**src/rtl/spq_pkg.sv**
```systemverilog
// types and constants shared by the sorted priority queue modules
package spq_pkg;

  localparam int unsigned CapW = 7;
  localparam logic [CapW-1:0] CAPACITY_RESET = 7'd64;

  localparam logic MODE_ENQ = 1'b0;
  localparam logic MODE_DEQ = 1'b1;

  typedef enum logic [1:0] {
    ST_DONE  = 2'd0,
    ST_FULL  = 2'd1,
    ST_EMPTY = 2'd2
  } spq_status_t;

  typedef struct packed {
    logic               mode;
    logic signed [31:0] value;
    logic signed [15:0] priority_req;
  } spq_req_t;

  typedef struct packed {
    logic signed [31:0] out_value;
    spq_status_t        status;
    logic [CapW-1:0]    count;
  } spq_rsp_t;

  typedef struct packed {
    logic signed [31:0] value;
    logic signed [15:0] prio;
  } spq_entry_t;

  typedef struct packed {
    logic       enq;
    logic       deq;
    spq_entry_t entry;
  } spq_ctrl_t;

endpackage

```
**src/rtl/spq_cell.sv**
```systemverilog
// one slot of the sorted row: holds an entry, shifts right on insert, left on removal
module spq_cell
  import spq_pkg::*;
(
  input  logic       clk,
  input  spq_ctrl_t  ctrl,
  input  logic       occupied,
  input  spq_entry_t left_entry,
  input  logic       left_lower,
  input  spq_entry_t right_entry,
  output spq_entry_t entry,
  output logic       lower
);

  // strictly lower priority than the incoming entry, or empty slot
  always_comb begin
    lower = !occupied || (entry.prio < ctrl.entry.prio);
  end

  always_ff @(posedge clk) begin
    if (ctrl.enq) begin
      if (lower) begin
        entry <= left_lower ? left_entry : ctrl.entry;
      end
    end else if (ctrl.deq) begin
      entry <= right_entry;
    end
  end

endmodule

```
**config.mk**
```make
export PLATFORM = sky130hd
export DESIGN_NAME = spq_cell
export DESIGN_NICKNAME = d
export VERILOG_FILES = /design/src/rtl/spq_pkg.sv /design/src/rtl/spq_cell.sv
export SDC_FILE = /design/constraint.sdc
export NUM_CORES = 1
export LEC_CHECK = 0
export BUFFER_PORTS_ARGS = -buffer_cell sky130_fd_sc_hd__buf_2
export CAP_MARGIN = 10
export CORE_UTILIZATION = 35
export CTS_CLUSTER_DIAMETER = 200
export CTS_CLUSTER_SIZE = 40
export DETAILED_ROUTE_END_ITERATION = 6
export GPL_ROUTABILITY_DRIVEN = 0
export PLACE_DENSITY = 0.72
export SLEW_MARGIN = 20
export SYNTH_ARGS = -nofsm -noshare
export SYNTH_HDL_FRONTEND = slang
export SYNTH_SLANG_ARGS = --single-unit
```
**constraint.sdc**
```tcl
create_clock -name clk -period 6.5 [get_ports clk]
set_clock_uncertainty 0.2 [all_clocks]
set_input_delay 0.975 -clock clk [delete_from_list [all_inputs] [get_ports clk]]
set_output_delay 0.975 -clock clk [all_outputs]
set_load 0.01 [all_outputs]
```
==> metrics.cfg <==
[timing]
setup_viol = 0
final.period_utilization_pct = 60.3
fin_setup_tns_ns = 0
setup_ws_ns = 2.58
fmax_ghz = 0.255
finalHoldViolCount = 0
maxSlewViolCount = 0
slew_headroom_pct = 41.6
grt_setup_unrepaired = no
fin_crit_ns = 3.92
max_slew.worst_pin.slew_ns = 0.875

[floorplanning]
die_x_um = 92.4
fp.coreArea_sq_um = 7810
start_util_pct = 36.6
dieArea_sq_um = 8530
boundaryPins = 198
die_h_um = 92.4
fp-row-count = 32

[worst_setup_path]
end_kind = primary output
crit_arrival_ns = 2.75
crit_chain = buf_2, inv_1, ha_1, nand4_1, or2_0, or4_1, nand4_1, nand3_1, buf_2
crit_fanout = 3
crit_slowest_cell = or4_1
cp.required_ns = 5.32
startpoint_type = primary input
worstSetupPathType = primary input to primary output
cp_slowest_stage_delay_ns = 0.56

[cts]
cts_root_buf = clkbuf_8
cts_resized = 0
cts_tree = built
post_cts_buffers = 0
clockBufferDepth = 2
clk_latency_ns = 0.30
cts_buffers = 5
cts_hold_buffers = 0
path_clk_slew_ns = 0.09
clock_sinks = 48
htreeDepth = 2

[yosys]
avgSynthCellArea_sq_um = 10.5
yosys.area_share.simple_pct = 9.50
syn-cell-area_sq_um = 2860
synthDistinctLibCells = 23
synth_fa_ha_area_share_pct = 6.57
ys_seq_area_share_pct = 50.4
syn_inst = 272
syn_nets = 436
ys.warnings.count = 0
ys_ff_latch = 48
synth-compound-area-share_pct = 12.0
synth_xor_area_share_pct = 0
synth_top_family_by_area = multiplexers
synth_mux_area_share_pct = 16.8

[detailed_routing]
via_per_inst = 4.76
wl_um = 7080
wl_per_cell_um = 12.5
antenna_left = 0
drc = 0
drt_pass1_iterations = 4
drt_iter0_drc = 68
vias = 2687

[place]
hpwl_um = 5450
pre_cts_slack_ns = 2.63
portBuffers = 197

[final_layout]
reg_top3 = entry (48)
nNetsFinal = 626
diodes = 0
final_common_cell = buf_2
drive_above_1_share_pct = 44.9
largest_reg_flops = 48
layout.cells.most_common_list = buf_2, a21oi_1, nor2_1, mux2i_1, edfxtp_1
area_delta_synth_final_pct = 40.5
regMostFlops = entry

[global_route]
antenna_found_initial = 0
grt_usage_pct = 16.4
overflow = 0
first_global_vias = 2498
grt_pass1_wl_um = 11100
grt_max_degree = 99

[power_and_ir_drop]
power_density_nw_per_um2 = 194
vdd_ir_drop_max_mv = 0.106
total_leakage_power_uw = 0.00201

[worst_hold_path]
hold_path_class = primary input to flop

[job]
cap_violations = 0

[status]
outcome = complete, no violations

-- layer usage --
layer	up-vias	global-route usage (%)	share of wire, %
li1	1372	-	-
met1	1185	18.6	40
met2	125	29.9	51
met3	5	4.84	8.4
met4	0	3.91	0.90
met5	-	0	0
-- cell usage after synthesis --
library cell	n	area share, %
edfxtp_1	48	50
nor3b_1	1	0.26
or2_0	1	0.22
buf_2	3	0.53
buf_1	1	0.13
or4_1	2	0.53
nand3_1	2	0.35
o41ai_1	1	0.31
nor2_1	50	6.6
a311oi_1	2	0.61
a21o_1	2	0.53
a2111oi_2	1	0.53
nand4_1	5	1.1
o21a_1	1	0.26
ha_1	15	6.6
nand2b_1	1	0.22
clkbuf_1	13	1.7
nand2_1	2	0.26
a211oi_1	1	0.26
inv_1	18	2.4
mux2i_1	48	17
a21oi_1	52	9.1
o21ai_0	2	0.35
-- worst paths after layout --
check | start | to | slack, ns | cells past startpoint
max | ctrl[14] | lower | 2.58 | 9
min | right_entry[34] | entry[34]$_DFFE_PP_ | 0.79 | 3
max reg2reg | entry[14]$_DFFE_PP_ | entry[43]$_DFFE_PP_ | 3.47 | 7
min reg2reg | entry[15]$_DFFE_PP_ | entry[13]$_DFFE_PP_ | 1.28 | 5
-- area by class of cell --
class / count / area (sq um)
inverter: 18 / 67.6
tap: 102 / 128
timing repair buffer: 200 / 1010
clock buffer: 6 / 72.6
sequential: 48 / 1440
clock inverter: 2 / 11.3
multi-input combinational: 189 / 1290
fill: 730 / 3790
-- critical path: cells and delay by family --
family	cells	cell delay (ns)
fa+ha+maj	1	0.29
simple gates	5	1.19
buf+inv	3	0.29
-- cells by family (layout without fill, tap and decap cells) --
group,after synthesis,in the layout
flops,48,48
simple gates,64,64
buf+inv,35,226
fa+ha+maj,15,15
compound gates,62,62
mux,48,48
-- per-stage QoR --
stage | hold slack, ns | cells | utilization [%] | power [uW] | area, sq um
floorplan | 1.00 | 272 | - | 519 | 2860
global placement | 1.09 | 557 | 50.4 | 611 | 3930
detailed placement | 1.10 | 557 | 50.4 | 619 | 3930
CTS | 0.778 | 565 | 51.4 | 792 | 4020
global route | 0.776 | 565 | 51.4 | 822 | 4020
finish | 0.792 | 565 | 51.4 | 779 | 4020
-- report_power, final --
| part | switching (uW) | internal [uW] | leakage [uW] |
|---|---|---|---|
| logic | 112 | 97.1 | 0.00150 |
| clock network | 96.3 | 74.7 | 0.0000388 |
| registers | 11.5 | 387 | 0.000471 |
Power figures use the tool's default switching activity.
